`src/hw/rtl/srps_pkg.sv`:
```
// shared types and constants for the sleep / roaming power sequencer
`timescale 1ns / 1ps

package srps_pkg;

    localparam int COUNT_BITS = 15;
    localparam int SECS_W     = 8;
    localparam int REG_COUNT  = 5;
    localparam int ADDR_W     = 5;
    localparam int DATA_W     = 32;
    localparam int IN_DATA_W  = 16;
    localparam int IN_USER_W  = 2;
    localparam int OUT_DATA_W = 16;

    localparam logic [COUNT_BITS-1:0] CNT_MAX       = {COUNT_BITS{1'b1}};
    localparam logic [COUNT_BITS-1:0] NONREM_RESET  = COUNT_BITS'(540);
    localparam logic [COUNT_BITS-1:0] REM_RESET     = COUNT_BITS'(60);
    localparam logic [COUNT_BITS-1:0] REM_MIN       = COUNT_BITS'(1);
    localparam logic [COUNT_BITS-1:0] ROAM_MIN      = COUNT_BITS'(10);

    typedef enum logic [2:0] {
        REG_NONREM  = 3'd0,
        REG_REM     = 3'd1,
        REG_ROAM    = 3'd2,
        REG_CLOCK   = 3'd3,
        REG_RFDEBUG = 3'd4
    } reg_idx_t;

    typedef enum logic [1:0] {
        KIND_TICK    = 2'd0,
        KIND_REQUEST = 2'd1,
        KIND_YIELD   = 2'd2
    } kind_t;

    typedef enum logic [1:0] {
        MODE_NORMAL = 2'd0,
        MODE_SLEEP  = 2'd1,
        MODE_ROAM   = 2'd2
    } mode_t;

    typedef enum logic [2:0] {
        EV_NONE    = 3'd0,
        EV_SLEPT   = 3'd1,
        EV_WOKE    = 3'd2,
        EV_REM_IN  = 3'd3,
        EV_REM_OUT = 3'd4,
        EV_SWAP    = 3'd5,
        EV_TASK    = 3'd6
    } event_t;

    localparam logic [1:0] CLK_LOW    = 2'd0;
    localparam logic [1:0] CLK_NORMAL = 2'd1;
    localparam logic [1:0] CLK_UNUSED = 2'd3;

    localparam logic [1:0] BAUD_RF       = 2'd0;
    localparam logic [1:0] BAUD_RF_DEBUG = 2'd1;
    localparam logic [1:0] BAUD_PHONE    = 2'd2;

    typedef struct packed {
        logic [COUNT_BITS-1:0] nonrem_seconds;
        logic [COUNT_BITS-1:0] rem_seconds;
        logic [COUNT_BITS-1:0] roaming_interval;
        logic [1:0]            default_clock;
        logic                  rf_debug;
    } cfg_t;

    typedef struct packed {
        logic [1:0]        mode;
        logic [1:0]        requested_mode;
        logic [SECS_W-1:0] interval_seconds;
    } item_t;

    typedef struct packed {
        logic       idle_allowed;
        logic [2:0] event_code;
        logic       receive_enable;
        logic [1:0] baud_select;
        logic       module_select;
        logic       roaming_active;
        logic       in_rem;
        logic       sleeping;
        logic [1:0] clock_level;
        logic       power_on;
    } result_t;

endpackage

```
`src/hw/rtl/srps_cfg.sv`:
```
// configuration register file with apb-style access
`timescale 1ns / 1ps

module srps_cfg (
    input  logic                       aclk,
    input  logic                       aresetn,
    input  logic                       psel,
    input  logic                       penable,
    input  logic                       pwrite,
    input  logic [srps_pkg::ADDR_W-1:0] paddr,
    input  logic [srps_pkg::DATA_W-1:0] pwdata,
    output logic [srps_pkg::DATA_W-1:0] prdata,
    output logic                       pready,
    output srps_pkg::cfg_t             cfg
);
    import srps_pkg::*;

    cfg_t                  cfg_reg;
    cfg_t                  cfg_next;
    logic                  wr_en;
    logic [2:0]            idx;
    logic [COUNT_BITS-1:0] wval;

    assign pready = 1'b1;
    assign wr_en  = psel & penable & pwrite & pready;
    assign idx    = paddr[4:2];
    assign wval   = pwdata[COUNT_BITS-1:0];
    assign cfg    = cfg_reg;

    always_comb begin
        cfg_next = cfg_reg;
        if (wr_en) begin
            unique case (idx)
                REG_NONREM:  cfg_next.nonrem_seconds = wval;
                REG_REM:     cfg_next.rem_seconds = (wval < REM_MIN) ? REM_MIN : wval;
                REG_ROAM:    cfg_next.roaming_interval = (wval < ROAM_MIN) ? ROAM_MIN : wval;
                REG_CLOCK:   cfg_next.default_clock = pwdata[1:0];
                REG_RFDEBUG: cfg_next.rf_debug = pwdata[0];
                default:     cfg_next = cfg_reg;
            endcase
        end
    end

    always_comb begin
        unique case (idx)
            REG_NONREM:  prdata = DATA_W'(cfg_reg.nonrem_seconds);
            REG_REM:     prdata = DATA_W'(cfg_reg.rem_seconds);
            REG_ROAM:    prdata = DATA_W'(cfg_reg.roaming_interval);
            REG_CLOCK:   prdata = DATA_W'(cfg_reg.default_clock);
            REG_RFDEBUG: prdata = DATA_W'(cfg_reg.rf_debug);
            default:     prdata = '0;
        endcase
    end

    always_ff @(posedge aclk) begin
        if (!aresetn) begin
            cfg_reg.nonrem_seconds   <= NONREM_RESET;
            cfg_reg.rem_seconds      <= REM_RESET;
            cfg_reg.roaming_interval <= '0;
            cfg_reg.default_clock    <= CLK_NORMAL;
            cfg_reg.rf_debug         <= 1'b0;
        end else begin
            cfg_reg <= cfg_next;
        end
    end

endmodule

```
`src/hw/rtl/srps_core.sv`:
```
// sequencer state and single-pass event update
`timescale 1ns / 1ps

module srps_core (
    input  logic              aclk,
    input  logic              aresetn,
    input  logic              fire,
    input  srps_pkg::item_t   item,
    input  srps_pkg::cfg_t    cfg,
    output srps_pkg::result_t result
);
    import srps_pkg::*;

    mode_t                 mode_reg, mode_next;
    logic [COUNT_BITS-1:0] sleep_cnt_reg, sleep_cnt_next;
    logic [COUNT_BITS-1:0] roam_cnt_reg, roam_cnt_next;
    logic                  sleep_flag_reg, sleep_flag_next;
    logic                  rem_flag_reg, rem_flag_next;
    logic                  pend_reg, pend_next;
    logic                  roam_flag_reg, roam_flag_next;
    logic                  radio_reg, radio_next;
    logic                  rails_reg, rails_next;
    logic                  clk_low_reg, clk_low_next;
    logic                  rx_reg, rx_next;
    event_t                ev;

    logic [COUNT_BITS:0]   sleep_sum, roam_sum;
    logic [COUNT_BITS-1:0] sleep_sat, roam_sat;
    logic                  rem_now;

    assign sleep_sum = {1'b0, sleep_cnt_reg} + (COUNT_BITS+1)'(item.interval_seconds);
    assign roam_sum  = {1'b0, roam_cnt_reg} + (COUNT_BITS+1)'(item.interval_seconds);
    assign sleep_sat = sleep_sum[COUNT_BITS] ? CNT_MAX : sleep_sum[COUNT_BITS-1:0];
    assign roam_sat  = roam_sum[COUNT_BITS] ? CNT_MAX : roam_sum[COUNT_BITS-1:0];

    always_comb begin
        mode_next       = mode_reg;
        sleep_cnt_next  = sleep_cnt_reg;
        roam_cnt_next   = roam_cnt_reg;
        sleep_flag_next = sleep_flag_reg;
        rem_flag_next   = rem_flag_reg;
        pend_next       = pend_reg;
        roam_flag_next  = roam_flag_reg;
        radio_next      = radio_reg;
        rails_next      = rails_reg;
        clk_low_next    = clk_low_reg;
        rx_next         = rx_reg;
        ev              = EV_NONE;
        case (item.mode)
            KIND_TICK: begin
                case (mode_reg)
                    MODE_SLEEP: begin
                        sleep_cnt_next = sleep_sat;
                        if (rem_flag_reg) begin
                            if (sleep_sat >= cfg.rem_seconds) pend_next = 1'b1;
                        end else if (sleep_sat >= cfg.nonrem_seconds) begin
                            sleep_cnt_next = '0;
                            clk_low_next   = 1'b0;
                            rails_next     = 1'b1;
                            rem_flag_next  = 1'b1;
                            rx_next        = 1'b1;
                            ev             = EV_REM_IN;
                        end
                    end
                    MODE_ROAM: begin
                        if (roam_sat > cfg.roaming_interval) begin
                            radio_next    = ~radio_reg;
                            roam_cnt_next = '0;
                            ev            = EV_SWAP;
                        end else begin
                            roam_cnt_next = roam_sat;
                        end
                    end
                    default: ev = EV_TASK;
                endcase
            end
            KIND_REQUEST: begin
                case (item.requested_mode)
                    MODE_SLEEP: begin
                        if (mode_reg == MODE_ROAM) roam_flag_next = 1'b0;
                        mode_next = MODE_SLEEP;
                        if (!sleep_flag_reg) begin
                            sleep_cnt_next  = '0;
                            rem_flag_next   = 1'b0;
                            sleep_flag_next = 1'b1;
                            rx_next         = 1'b0;
                            rails_next      = 1'b0;
                            clk_low_next    = 1'b1;
                            ev              = EV_SLEPT;
                        end
                    end
                    MODE_ROAM: begin
                        if (mode_reg == MODE_SLEEP && sleep_flag_reg) begin
                            clk_low_next    = 1'b0;
                            sleep_flag_next = 1'b0;
                            rx_next         = 1'b1;
                            ev              = EV_WOKE;
                        end
                        mode_next = MODE_ROAM;
                        if (!roam_flag_reg) begin
                            roam_cnt_next  = '0;
                            roam_flag_next = 1'b1;
                            radio_next     = ~radio_reg;
                            ev             = EV_SWAP;
                        end
                    end
                    default: begin
                        if (mode_reg == MODE_ROAM) begin
                            roam_flag_next = 1'b0;
                        end else if (mode_reg == MODE_SLEEP && sleep_flag_reg) begin
                            clk_low_next    = 1'b0;
                            sleep_flag_next = 1'b0;
                            rx_next         = 1'b1;
                            ev              = EV_WOKE;
                        end
                        mode_next = MODE_NORMAL;
                    end
                endcase
            end
            KIND_YIELD: begin
                if (pend_reg) begin
                    pend_next      = 1'b0;
                    sleep_cnt_next = '0;
                    rx_next        = 1'b0;
                    rem_flag_next  = 1'b0;
                    clk_low_next   = 1'b1;
                    rails_next     = 1'b0;
                    ev             = EV_REM_OUT;
                end
            end
            default: ev = EV_NONE;
        endcase
    end

    always_comb begin
        rem_now               = sleep_flag_next & rem_flag_next;
        result.power_on       = rails_next;
        if (clk_low_next) begin
            result.clock_level = CLK_LOW;
        end else if (cfg.default_clock == CLK_UNUSED) begin
            result.clock_level = CLK_NORMAL;
        end else begin
            result.clock_level = cfg.default_clock;
        end
        result.sleeping       = sleep_flag_next;
        result.in_rem         = rem_now;
        result.roaming_active = roam_flag_next;
        result.module_select  = radio_next;
        if (radio_next) begin
            result.baud_select = BAUD_PHONE;
        end else begin
            result.baud_select = cfg.rf_debug ? BAUD_RF_DEBUG : BAUD_RF;
        end
        result.receive_enable = rx_next;
        result.event_code     = ev;
        result.idle_allowed   = sleep_flag_next & ~rem_now;
    end

    always_ff @(posedge aclk) begin
        if (!aresetn) begin
            mode_reg       <= MODE_NORMAL;
            sleep_cnt_reg  <= '0;
            roam_cnt_reg   <= '0;
            sleep_flag_reg <= 1'b0;
            rem_flag_reg   <= 1'b0;
            pend_reg       <= 1'b0;
            roam_flag_reg  <= 1'b0;
            radio_reg      <= 1'b0;
            rails_reg      <= 1'b1;
            clk_low_reg    <= 1'b0;
            rx_reg         <= 1'b1;
        end else if (fire) begin
            mode_reg       <= mode_next;
            sleep_cnt_reg  <= sleep_cnt_next;
            roam_cnt_reg   <= roam_cnt_next;
            sleep_flag_reg <= sleep_flag_next;
            rem_flag_reg   <= rem_flag_next;
            pend_reg       <= pend_next;
            roam_flag_reg  <= roam_flag_next;
            radio_reg      <= radio_next;
            rails_reg      <= rails_next;
            clk_low_reg    <= clk_low_next;
            rx_reg         <= rx_next;
        end
    end

    a_sleep_in_sleep_mode: assert property (@(posedge aclk) disable iff (!aresetn)
        sleep_flag_reg |-> mode_reg == MODE_SLEEP)
        else $error("sleep flag set outside sleep mode");

    a_roam_in_roam_mode: assert property (@(posedge aclk) disable iff (!aresetn)
        roam_flag_reg |-> mode_reg == MODE_ROAM)
        else $error("roaming flag set outside roaming mode");

    a_state_holds: assert property (@(posedge aclk) disable iff (!aresetn)
        !fire |=> $stable(mode_reg) && $stable(sleep_cnt_reg) && $stable(roam_cnt_reg)
                  && $stable(radio_reg) && $stable(pend_reg))
        else $error("state changed without a transaction");

    a_swap_toggles_radio: assert property (@(posedge aclk) disable iff (!aresetn)
        fire && ev == EV_SWAP |=> radio_reg != $past(radio_reg))
        else $error("module swap did not toggle the radio");

endmodule

```
`src/hw/rtl/sleep_roaming_power_sequencer_top.sv`:
```
// top level: input register, sequencer core, result register and config port
//
//  channel  | direction | contents
//  s_*      | in        | event transaction: tuser kind, tdata request and seconds
//  m_*      | out       | status transaction after each event
//  apb      | in/out    | five configuration registers at byte addresses 0..16
//
// one result per event; an event goes through the input and result registers
// one event accepted per cycle unless m_ stalls, via the single-pass core update
// a stalled m_ side holds its result and the input register holds one more event
// synchronous reset on aresetn low restores state and config, not the data registers
`timescale 1ns / 1ps

module sleep_roaming_power_sequencer_top (
    input  logic                             aclk,
    input  logic                             aresetn,
    input  logic                             s_tvalid,
    output logic                             s_tready,
    input  logic [srps_pkg::IN_DATA_W-1:0]   s_tdata,  // requested_mode, interval_seconds
    input  logic [srps_pkg::IN_USER_W-1:0]   s_tuser,  // mode
    output logic                             m_tvalid,
    input  logic                             m_tready,
    // power_on, clock_level, sleeping, in_rem, roaming_active, module_select,
    // baud_select, receive_enable, event_code, idle_allowed
    output logic [srps_pkg::OUT_DATA_W-1:0]  m_tdata,
    input  logic                             psel,
    input  logic                             penable,
    input  logic                             pwrite,
    input  logic [srps_pkg::ADDR_W-1:0]      paddr,
    input  logic [srps_pkg::DATA_W-1:0]      pwdata,
    output logic [srps_pkg::DATA_W-1:0]      prdata,
    output logic                             pready
);
    import srps_pkg::*;

    cfg_t    cfg;
    item_t   item_reg;
    logic    in_valid_reg, in_valid_next;
    result_t res;
    result_t out_reg;
    logic    out_valid_reg, out_valid_next;
    logic    advance;
    logic    fire;
    logic    s_accept;

    assign advance  = ~out_valid_reg | m_tready;
    assign fire     = in_valid_reg & advance;
    assign s_tready = ~in_valid_reg | advance;
    assign s_accept = s_tvalid & s_tready;
    assign m_tvalid = out_valid_reg;
    assign m_tdata  = OUT_DATA_W'(out_reg);

    always_comb begin
        in_valid_next = in_valid_reg;
        if (s_accept) begin
            in_valid_next = 1'b1;
        end else if (fire) begin
            in_valid_next = 1'b0;
        end
        out_valid_next = out_valid_reg;
        if (fire) begin
            out_valid_next = 1'b1;
        end else if (m_tready) begin
            out_valid_next = 1'b0;
        end
    end

    always_ff @(posedge aclk) begin
        if (!aresetn) begin
            in_valid_reg  <= 1'b0;
            out_valid_reg <= 1'b0;
        end else begin
            in_valid_reg  <= in_valid_next;
            out_valid_reg <= out_valid_next;
        end
    end

    always_ff @(posedge aclk) begin
        if (s_accept) begin
            item_reg.mode             <= s_tuser[1:0];
            item_reg.requested_mode   <= s_tdata[1:0];
            item_reg.interval_seconds <= s_tdata[SECS_W+1:2];
        end
        if (fire) begin
            out_reg <= res;
        end
    end

    srps_cfg u_cfg (
        .aclk    (aclk),
        .aresetn (aresetn),
        .psel    (psel),
        .penable (penable),
        .pwrite  (pwrite),
        .paddr   (paddr),
        .pwdata  (pwdata),
        .prdata  (prdata),
        .pready  (pready),
        .cfg     (cfg)
    );

    srps_core u_core (
        .aclk    (aclk),
        .aresetn (aresetn),
        .fire    (fire),
        .item    (item_reg),
        .cfg     (cfg),
        .result  (res)
    );

endmodule
```
`config.mk`:
```
export PLATFORM = sky130hd
export DESIGN_NAME = sleep_roaming_power_sequencer_top
export DESIGN_NICKNAME = d
export VERILOG_FILES = /design/src/hw/rtl/srps_pkg.sv /design/src/hw/rtl/srps_cfg.sv /design/src/hw/rtl/srps_core.sv /design/src/hw/rtl/sleep_roaming_power_sequencer_top.sv
export SDC_FILE = /design/constraint.sdc
export NUM_CORES = 1
export LEC_CHECK = 0
export ABC_CLOCK_PERIOD_IN_PS = 4790
export BUFFER_PORTS_ARGS = -buffer_cell sky130_fd_sc_hd__buf_2
export CORE_MARGIN = 2
export CORE_UTILIZATION = 58
export DETAILED_ROUTE_END_ITERATION = 12
export PLACE_DENSITY = 0.92
export SYNTH_ARGS = -nofsm -noshare
export SYNTH_HDL_FRONTEND = slang
export SYNTH_SLANG_ARGS = --single-unit
```
`constraint.sdc`:
```
create_clock -name aclk -period 4.79 [get_ports aclk]
set_clock_uncertainty 0.2 [all_clocks]
set_input_delay 0.2395 -clock aclk [delete_from_list [all_inputs] [get_ports aclk]]
set_output_delay 0.2395 -clock aclk [all_outputs]
set_load 0.03 [all_outputs]
```
Word level (Yosys, flattened, before mapping):

Index checks and enable logic that the tools add are counted.

* $add $sub $neg: 2
* multiply operators: 0
* divide/modulo/power cells: 0
* magnitude comparators: 5
* eq/ne operators: 20
* shifts and indexed selects: 0
* multiplexer cells: 83
* bitwise gates (word level): 12
* reductions and logical operators: 18

Operators with widths (count)
* two-way mux 15 bit: 14
* one-hot mux 15 bit (5 select lines): 1
* two-way mux 1 bit: 46
* one-hot mux 15 bit (3 select lines): 1
* adder 15 x 8 -> 16 bit: 2
* greater-or-equal comparator 15 bit: 2
* one-hot mux 15 bit (2 select lines): 1
* > comparator 15 bit: 1
* less-than comparator 15 x 1 -> 1 bit (second input constant): 1
* less-than comparator 15 x 4 -> 1 bit (second input constant): 1
* two-way mux 3 bit: 5
* != test 2 x 1 -> 1 bit (second input constant): 7
* one-hot mux 1 bit (3 select lines): 4
* one-hot mux 3 bit (2 select lines): 2
* AND reduction 2 bit: 6
* one-hot mux 1 bit (2 select lines): 5
* AND reduction 5 bit: 2
* one-hot mux 3 bit (3 select lines): 1
* == test 2 bit (second input constant): 4
* nonzero test 2 bit: 4
* AND 1 bit: 6
* == test 2 x 1 -> 1 bit (second input constant): 3
* == test 3 x 2 -> 1 bit (second input constant): 2
* AND reduction 6 bit: 1
* 12 further kinds: 18

* register bits: 116
* bits in latches: 0
* bits in writable memories: 0
* bits in read-only memories: 0
* output and inout port bits: 51
* memories: 0

Logic depth before layout (Yosys ltp):

Gate-level depths: netlist (run 1).

* depth after elaboration: 10
* gate-level depth with buffers: 16

By module:

A second synthesis (run 1) with hierarchy kept.

* cell total of the unflattened synthesis: 972
* area total of the unflattened synthesis: 8135.3 sq um

By module, submodules not included
* srps_core: instances 1, cells an instance 624, area an instance 4795.8 sq um, sequential area each 800.8 sq um
* srps_cfg: instances 1, cells an instance 310, area an instance 2436.1 sq um, sequential area each 960.9 sq um
* sleep_roaming_power_sequencer_top: instances 1, cells an instance 38, area an instance 903.4 sq um, sequential area each 820.8 sq um

Worst setup path before layout (run 1):

No wires, ideal clock.

* kind: flip-flop to flip-flop
* from: reg item_reg[0] (netlist bit)
* to: reg out_reg (netlist bit m_tdata[6]) (data pin)
* library setup time: 260 ps
* arrival: 3662 ps
* slack: 668 ps
* cell stages (with the launch flop): 15
* buffers on the path: 0
* clock period less this slack: 4122 ps
* cell sequence: edfxtp_1 -> ha_1 -> fa_1 -> a211oi_1 -> o21bai_1 -> o21ai_1 -> nor4_1 -> or3_1 -> ha_1 -> nand4_1 -> nor2_1 -> o31ai_1 -> a21oi_1 -> mux2_2 -> a22o_1

RTL lines
* from (decl): RTL line sleep_roaming_power_sequencer_top.sv:37 `item_t item_reg;`
* to (signal assigned): RTL line sleep_roaming_power_sequencer_top.sv:85 `out_reg <= res;`
* to (decl): RTL line sleep_roaming_power_sequencer_top.sv:40 `result_t out_reg;`

==> summary.md, run 1 <==
| Metric | Value |
|---|---|
| Status | finished clean |
| R2r startpoint | item_reg[0]$_DFFE_PP_ |
| Post-CTS setup buffers | 0 |
| Diodes inserted | 0 |
| Core Area | 0.0127 mm^2 |
| Synth Flop Type | dfxtp_1 |
| Synthesized area | 0.00753 mm^2 |
| Number of global-route vias before repair | 7,159 |
| Fin Setup TNS | 0 ps |
| CTS HTree Levels | 4 |
| Nets | 1,144 |
| Pins over their slew limit | 0 |
| Die area | 0.0139 mm^2 |
| Core Rows | 41 |
| Critical Path Source Type | flop |
| Syn Area/Cell | 8.16 um^2 |
| LEAKAGE | 3.65 nW |
| Cells on worst reg2reg path | 14 |
| Starting Density | 59.5% |
| Yosys reg bits | 116 |
| Cell mode on critical path | ha_1 |
| Clk buf depth | 2 |
| Final Critical Period | 4510 ps |
| IR drop worst, VDD | 0.000258 V |
| Slew headroom | 22.5% |
| Tcrit/Tclk final | 94.3% |
| EDFF count, synth | 26 |
| Post-DRT Antenna Nets | 0 |
| Starting DRC count in detailed routing | 743 |
| Critical Path AT | 4480 ps |
| First-pass GRT wire length | 34,000 um |
| Warnings from Yosys | 0 |
| Post-DP HPWL | 14,200 um |
| CTS clk-pin slew, worst paths | 60 ps |
| Max capacitance violation total | 0 |
| Worst hold slack | 94.7 ps |
| Layout cell share with drive strength beyond 1 | 13.5% |
| Root buf cell | clkbuf_16 |
| DRC | 0 |
| Worst min-delay path category | input pin to flop |
| Area Growth Syn to Fin | 17.6% |
| RSZ-0062 raised after global routing | no |
| Buffers and inverters on the worst path | 0 |
| Num CTS Buffers | 17 |
| Total wire length | 21,200 um |
| Hold Fails Final Rpt | 0 |
| Critical path endpoint category | flop |
| WHS Path Cells | 2 |
| Distinct cells, synth | 73 |
| Largest register FFs | 48 |
| # setup viols final | 0 |
| PD cells | 303 mW/mm^2 |
| CP max-delay cell | edfxtp_1 |
| Initial antenna violation count | 0 |
| CTS tree | built |
| Vias per inst | 6.17 |
| Sink Count | 116 |
| Drt first pass iters | 6 |
| Worst slew pin tran | 1160 ps |
| Synthesized instance count | 923 |
| Sequential element share of the synthesized area | 34.3% |
| GPL Wtd Cong | 0.936 |
| Worst path top cell family by delay | compound AO/OA/AOI/OAI gates |
| Crit path largest cell delay | 430 ps |
| Asr flop ratio synth | 0% |
| Critical path peak fanout | 8 |
| Clk_lat worst skew | 430 ps |
| Worst min-delay path startpoint | aresetn |
| Crit path cell chain | ha_1 -> fa_1 -> a211oi_1 -> o21bai_1 -> o21ai_2 -> nor4_1 -> or3_1 -> ha_1 -> nand4_1 -> a31oi_1 -> nor2_1 -> a21oi_2 -> mux2_2 -> a22o_1 |
| Height of the chip | 118 um |
| # port buffers | 67 |
| Avg WL per Cell | 17.8 um |
| Top Ports | 113 |
| Critical path class | flop to flop |
| Max Clock Freq | 221 MHz |
| Die X | 118 um |
| Via count | 7,378 |
| R2R setup slack | 280 ps |
| CP Data Required Time | 4760 ps |
| Reg-to-Reg End | m_tdata[6]$_DFFE_PP_ |
| Worst Hold End | u_cfg.cfg[1]$_SDFFE_PN1P_ |
| GRT Total Usage | 30.3% |
| Pin count of the biggest net entering global routing | 63 |
| Gr ovfl total | 0 |
==> metal layers <==
layer  GRT usage (%)  vias up  wire length, um  share of wire, %
li1                -     3409                -                 -
met1            34.9     3396             8050                38
met2            50.1      465             9900                47
met3            8.04      108             2190                10
met4            18.7        0             1110               5.2
met5               0        -                0                 0
==> cell usage in the layout, fill, tap and decap left out, types with 5 or more instances in the layout <==
cell	netlist	final
a211oi_1	8	8
a21o_1	10	10
a21oi_1	103	102
a22oi_1	9	9
a31oi_1	8	8
a32o_1	7	7
and2_1	6	6
and3_1	5	5
buf_2	9	67
buf_4	20	10
clkbuf_16	0	21
conb_1	2	20
dfxtp_1	90	90
dlygate4sd3_1	0	30
edfxtp_1	26	26
ha_1	69	69
inv_1	67	67
mux2_2	7	7
mux2i_1	20	20
nand2_1	141	141
nand2b_1	11	11
nand3_1	21	21
nand4_1	10	10
nor2_1	77	77
nor2b_1	10	10
nor3_1	8	8
o211ai_1	13	13
o21a_1	6	6
o21ai_0	38	38
o31ai_1	6	6
or3_1	6	6
xnor2_1	8	8
==> what timing repair did <==
| item | 4_1_cts | 5_1_grt |
|---|---|---|
| hold buffers | 30 | 0 |
| hold endpoints to repair | 62 | 0 |
| resized for setup | 0 | 3 |
| endpoints found under the setup margin | 0 | 7 |
==> cell type report <==
type | instances | area (um^2)
Sequential cell | 116 | 2580
Clock inverter | 5 | 56.3
Clock buffer | 27 | 568
Inverter | 69 | 259
Tap cell | 172 | 215
Fill cell | 897 | 3810
Multi-Input combinational cell | 700 | 4470
Timing Repair Buffer | 107 | 711
==> power breakdown <==
group	total, W	switching [W]	internal, W
clock	0.00133	0.000461	0.000864
sequential	0.00104	0.0000153	0.00102
combinational	0.000320	0.000210	0.000110
total	0.00269	0.000686	0.00200
==> worst max path at each step <==
stage | from | to | cells after the start
floorplan | item_reg[0]$_DFFE_PP_ | m_tdata[6]$_DFFE_PP_ | 14
global placement | item_reg[0]$_DFFE_PP_ | m_tdata[8]$_SDFFCE_PP1P_ | 14
detailed placement | item_reg[0]$_DFFE_PP_ | m_tdata[6]$_DFFE_PP_ | 14
CTS | item_reg[0]$_DFFE_PP_ | m_tdata[6]$_DFFE_PP_ | 14
global route | item_reg[0]$_DFFE_PP_ | m_tdata[1]$_SDFFCE_PP0P_ | 14
finish | item_reg[0]$_DFFE_PP_ | m_tdata[6]$_DFFE_PP_ | 14
==> cells in the mapped netlist, types with 8 or more instances <==
library cell	number	area share (%)
nand2_1	141	7.0
nand2b_1	11	0.91
nor3_1	8	0.53
a21oi_1	103	6.8
a21o_1	10	1.0
edfxtp_1	26	10
nor2b_1	10	0.83
mux2i_1	20	2.7
a31oi_1	8	0.66
clkbuf_1	26	1.3
inv_1	67	3.3
nor2_1	77	3.8
ha_1	69	11
xnor2_1	8	0.93
nand4_1	10	0.83
buf_2	9	0.60
nand3_1	21	1.4
o21ai_0	38	2.5
o211ai_1	13	1.3
buf_4	20	2.0
a22oi_1	9	0.90
dfxtp_1	90	24
a211oi_1	8	0.80
==> per-stage QoR <==
stage | worst slack, ps | power [W] | std cells | instance area, um^2 | utilization (%)
global route | 76.0 | 0.00275 | 1196 | 8860 | 69.9
finish | 275 | 0.00269 | 1196 | 8860 | 69.9
floorplan | 668 | 0.00127 | 941 | 7600 | -
CTS | 103 | 0.00267 | 1196 | 8850 | 69.8
global placement | 315 | 0.00134 | 1134 | 7920 | 62.5
detailed placement | 159 | 0.00135 | 1134 | 7920 | 62.5
==> worst reg2reg max path: cells and delay by family (launching register included) <==
kind / cells / cell delay [ps]
AND/OR/NAND/NOR: 4 / 680
flip-flops: 1 / 430
multiplexers: 1 / 380
AO/OA/AOI/OAI: 6 / 1540
adder cells (fa/ha/maj): 3 / 1010
==> cell families (layout without fill, tap and decap cells) <==
family	after synthesis	count (layout)	share of synthesized area [%]
multiplexers	28	28	4.00
other	2	20	0.0997
adder cells (fa/ha/maj)	71	71	12.0
XOR/XNOR	11	11	1.28
flip-flops	116	116	34.3
AO/OA/AOI/OAI	252	252	21.7
buffers and inverters	125	208	7.47
AND/OR/NAND/NOR	318	318	19.2
Note: power is estimated with default switching activity, not from simulation.
==> run 2: changes to the inputs <==
--- a/config.mk
+++ b/config.mk
@@ -7,10 +7,12 @@
 export LEC_CHECK = 0
 export ABC_CLOCK_PERIOD_IN_PS = 4790
 export BUFFER_PORTS_ARGS = -buffer_cell sky130_fd_sc_hd__buf_2
+export CELL_PAD_IN_SITES_DETAIL_PLACEMENT = 0
+export CELL_PAD_IN_SITES_GLOBAL_PLACEMENT = 2
 export CORE_MARGIN = 2
-export CORE_UTILIZATION = 58
+export CORE_UTILIZATION = 34
 export DETAILED_ROUTE_END_ITERATION = 12
-export PLACE_DENSITY = 0.92
+export PLACE_DENSITY = 0.91
 export SYNTH_ARGS = -nofsm -noshare
 export SYNTH_HDL_FRONTEND = slang
 export SYNTH_SLANG_ARGS = --single-unit
==> run 2 against run 1 <==
Compared with the run above: largest cell class unchanged; sequential share of layout area shrank 0.37 points; clock power shrank 8%; critical path depth is the same; highest routed layer is now met5; critical path type unchanged.
==> summary.md, run 2 (same netlist as run 1, synthesis figures left out) <==
| Metric | Value |
|---|---|
| Pin count of the biggest net entering global routing | 63 |
| Critical path class | flop to flop |
| Cell mode on critical path | ha_1 |
| Worst slew pin tran | 1050 ps |
| Setup ws final | 373 ps |
| Critical path endpoint category | flop |
| Cell Count, Final, Fillers Out | 1,309 |
| DR WL met3 | 845 um |
| Pins over their slew limit | 0 |
| Met1 wire length | 10,300 um |
| RSZ-0062 raised after global routing | no |
| Number of global-route vias before repair | 6,481 |
| Critical path peak fanout | 4 |
| Avg WL per Cell | 16.5 um |
| # setup viols final | 0 |
| Commonest non-fill, non-tap cells in the layout | nand2_1 (141), a21oi_1 (103), dfxtp_1 (90), nor2_1 (77), ha_1 (69) |
| Max Clock Freq | 226 MHz |
| Commonest non-fill, non-tap cell in the layout | nand2_1 |
| Via count | 6,827 |
| Dpl cells | 1,245 |
| # port buffers | 67 |
| Place WS | 141 ps |
| WP depth | 14 |
| Max capacitance violation total | 0 |
| Top sig layer | met5 |
| Met2 routed WL | 10,200 um |
| Cells on worst reg2reg path | 14 |
| Post-DP HPWL | 16,100 um |
| Core Rows | 54 |
| DRC | 0 |
| Worst path top cell family by delay | compound AO/OA/AOI/OAI gates |
| GRT Total Usage | 18.7% |
| CTS tree | built |
| Power, Total | 0.00258 W |
| Post-DRT Antenna Nets | 0 |
| Final Critical Period | 4420 ps |
| Critical Path AT | 4390 ps |
| Vias per inst | 5.22 |
| GPL Wtd Cong | 0.828 |
| Initial antenna violation count | 1 |
| Die area | 0.0234 mm^2 |
| Fin Setup TNS | 0 ps |
| Largest register FFs | 48 |
| CP max-delay cell | fa_1 |
| Crit path cell chain | ha_1 -> fa_1 -> a211oi_1 -> o21bai_1 -> o21ai_2 -> nor4_1 -> or3_1 -> ha_1 -> nand4_1 -> a31oi_1 -> nor2_1 -> a21oi_1 -> mux2_2 -> a22o_1 |
| Slew headroom | 29.8% |
| Crit path largest cell delay | 430 ps |
| Layout cell share with drive strength beyond 1 | 14.0% |
| Nets | 1,149 |
| LEAKAGE | 3.64 nW |
| IR drop worst, VDD | 0.000166 V |
| CTS clk-pin slew, worst paths | 60 ps |
| Starting DRC count in detailed routing | 413 |
| WHS Path Cells | 2 |
| Hold Fails Final Rpt | 0 |
| Num CTS Buffers | 17 |
| Worst min-delay path category | input pin to flop |
| Die X | 153 um |
| Core Area | 0.0218 mm^2 |
| Diodes inserted | 0 |
| Clk buf depth | 2 |
| Top Ports | 113 |
| Clk_lat worst skew | 420 ps |
| Buffers and inverters on the worst path | 0 |
| Critical Path Source Type | flop |
| Total wire length | 21,700 um |
| Gr ovfl total | 0 |
| Height of the chip | 153 um |
| Starting Density | 34.6% |
| Drt first pass iters | 5 |
| Tcrit/Tclk final | 92.2% |
| Root buf cell | clkbuf_16 |
| Sink Count | 116 |
| CP Data Required Time | 4760 ps |
| Status | finished clean |
| CTS HTree Levels | 4 |
| Area Growth Syn to Fin | 19.1% |
| PD cells | 288 mW/mm^2 |
| First-pass GRT wire length | 34,800 um |
[run 2: worst reg2reg max path, cell delays in order (launching register included)]
cell	delay, ps
edfxtp_1	410
ha_1	260
fa_1	430
a211oi_1	310
o21bai_1	170
o21ai_2	220
nor4_1	80
or3_1	360
ha_1	320
nand4_1	150
a31oi_1	280
nor2_1	80
a21oi_1	290
mux2_2	400
a22o_1	200
[run 2: worst paths after layout]
path	endpoint	startpoint	slack, ps
max reg2reg	m_tdata[8]$_SDFFCE_PP1P_	item_reg[0]$_DFFE_PP_	370
min	u_cfg.cfg[1]$_SDFFE_PN1P_	aresetn	90
min reg2reg	u_core.roam_cnt_reg[6]$_SDFFE_PN0P_	u_core.roam_cnt_reg[6]$_SDFFE_PN0P_	260
max	m_tdata[8]$_SDFFCE_PP1P_	item_reg[0]$_DFFE_PP_	370
[run 2: per-stage QoR]
step,utilization [%],cell area (um^2),hold WS (ps)
4_1_cts,41.1,8950,71.3
2_1_floorplan,-,7600,138
3_3_place_gp,37.2,8090,217
6_report,41.2,8970,92.2
3_5_place_dp,37.2,8090,221
5_1_grt,41.2,8970,97.5
[run 2: final cells by class]
class | instances | area [um^2]
Clock buffer | 18 | 429
Multi-Input combinational cell | 700 | 4470
Timing Repair Buffer | 112 | 748
Sequential cell | 116 | 2580
Inverter | 69 | 259
Tap cell | 280 | 350
Fill cell | 2242 | 12800
Clock inverter | 14 | 136
[run 2: per-layer routing]
layer	vias to the layer above	track usage, %
li1	3429	-
met1	3211	25.1
met2	160	30.7
met3	25	3.46
met4	2	5.86
met5	-	0
[run 2: where the power goes]
| group | internal, W | leakage, nW | switching [W] |
|---|---|---|---|
| logic | 0.000109 | 2.40 | 0.000202 |
| registers | 0.00102 | 0.976 | 0.0000170 |
| clock network | 0.000759 | 0.270 | 0.000470 |
[run 2: timing repair]
item                       in CTS  in global routing
buffers inserted                0                  2
hold endpoints to repair       62                  0
setup endpoints to repair       0                  6
hold buffers                   30                  0
resized for setup               0                  1
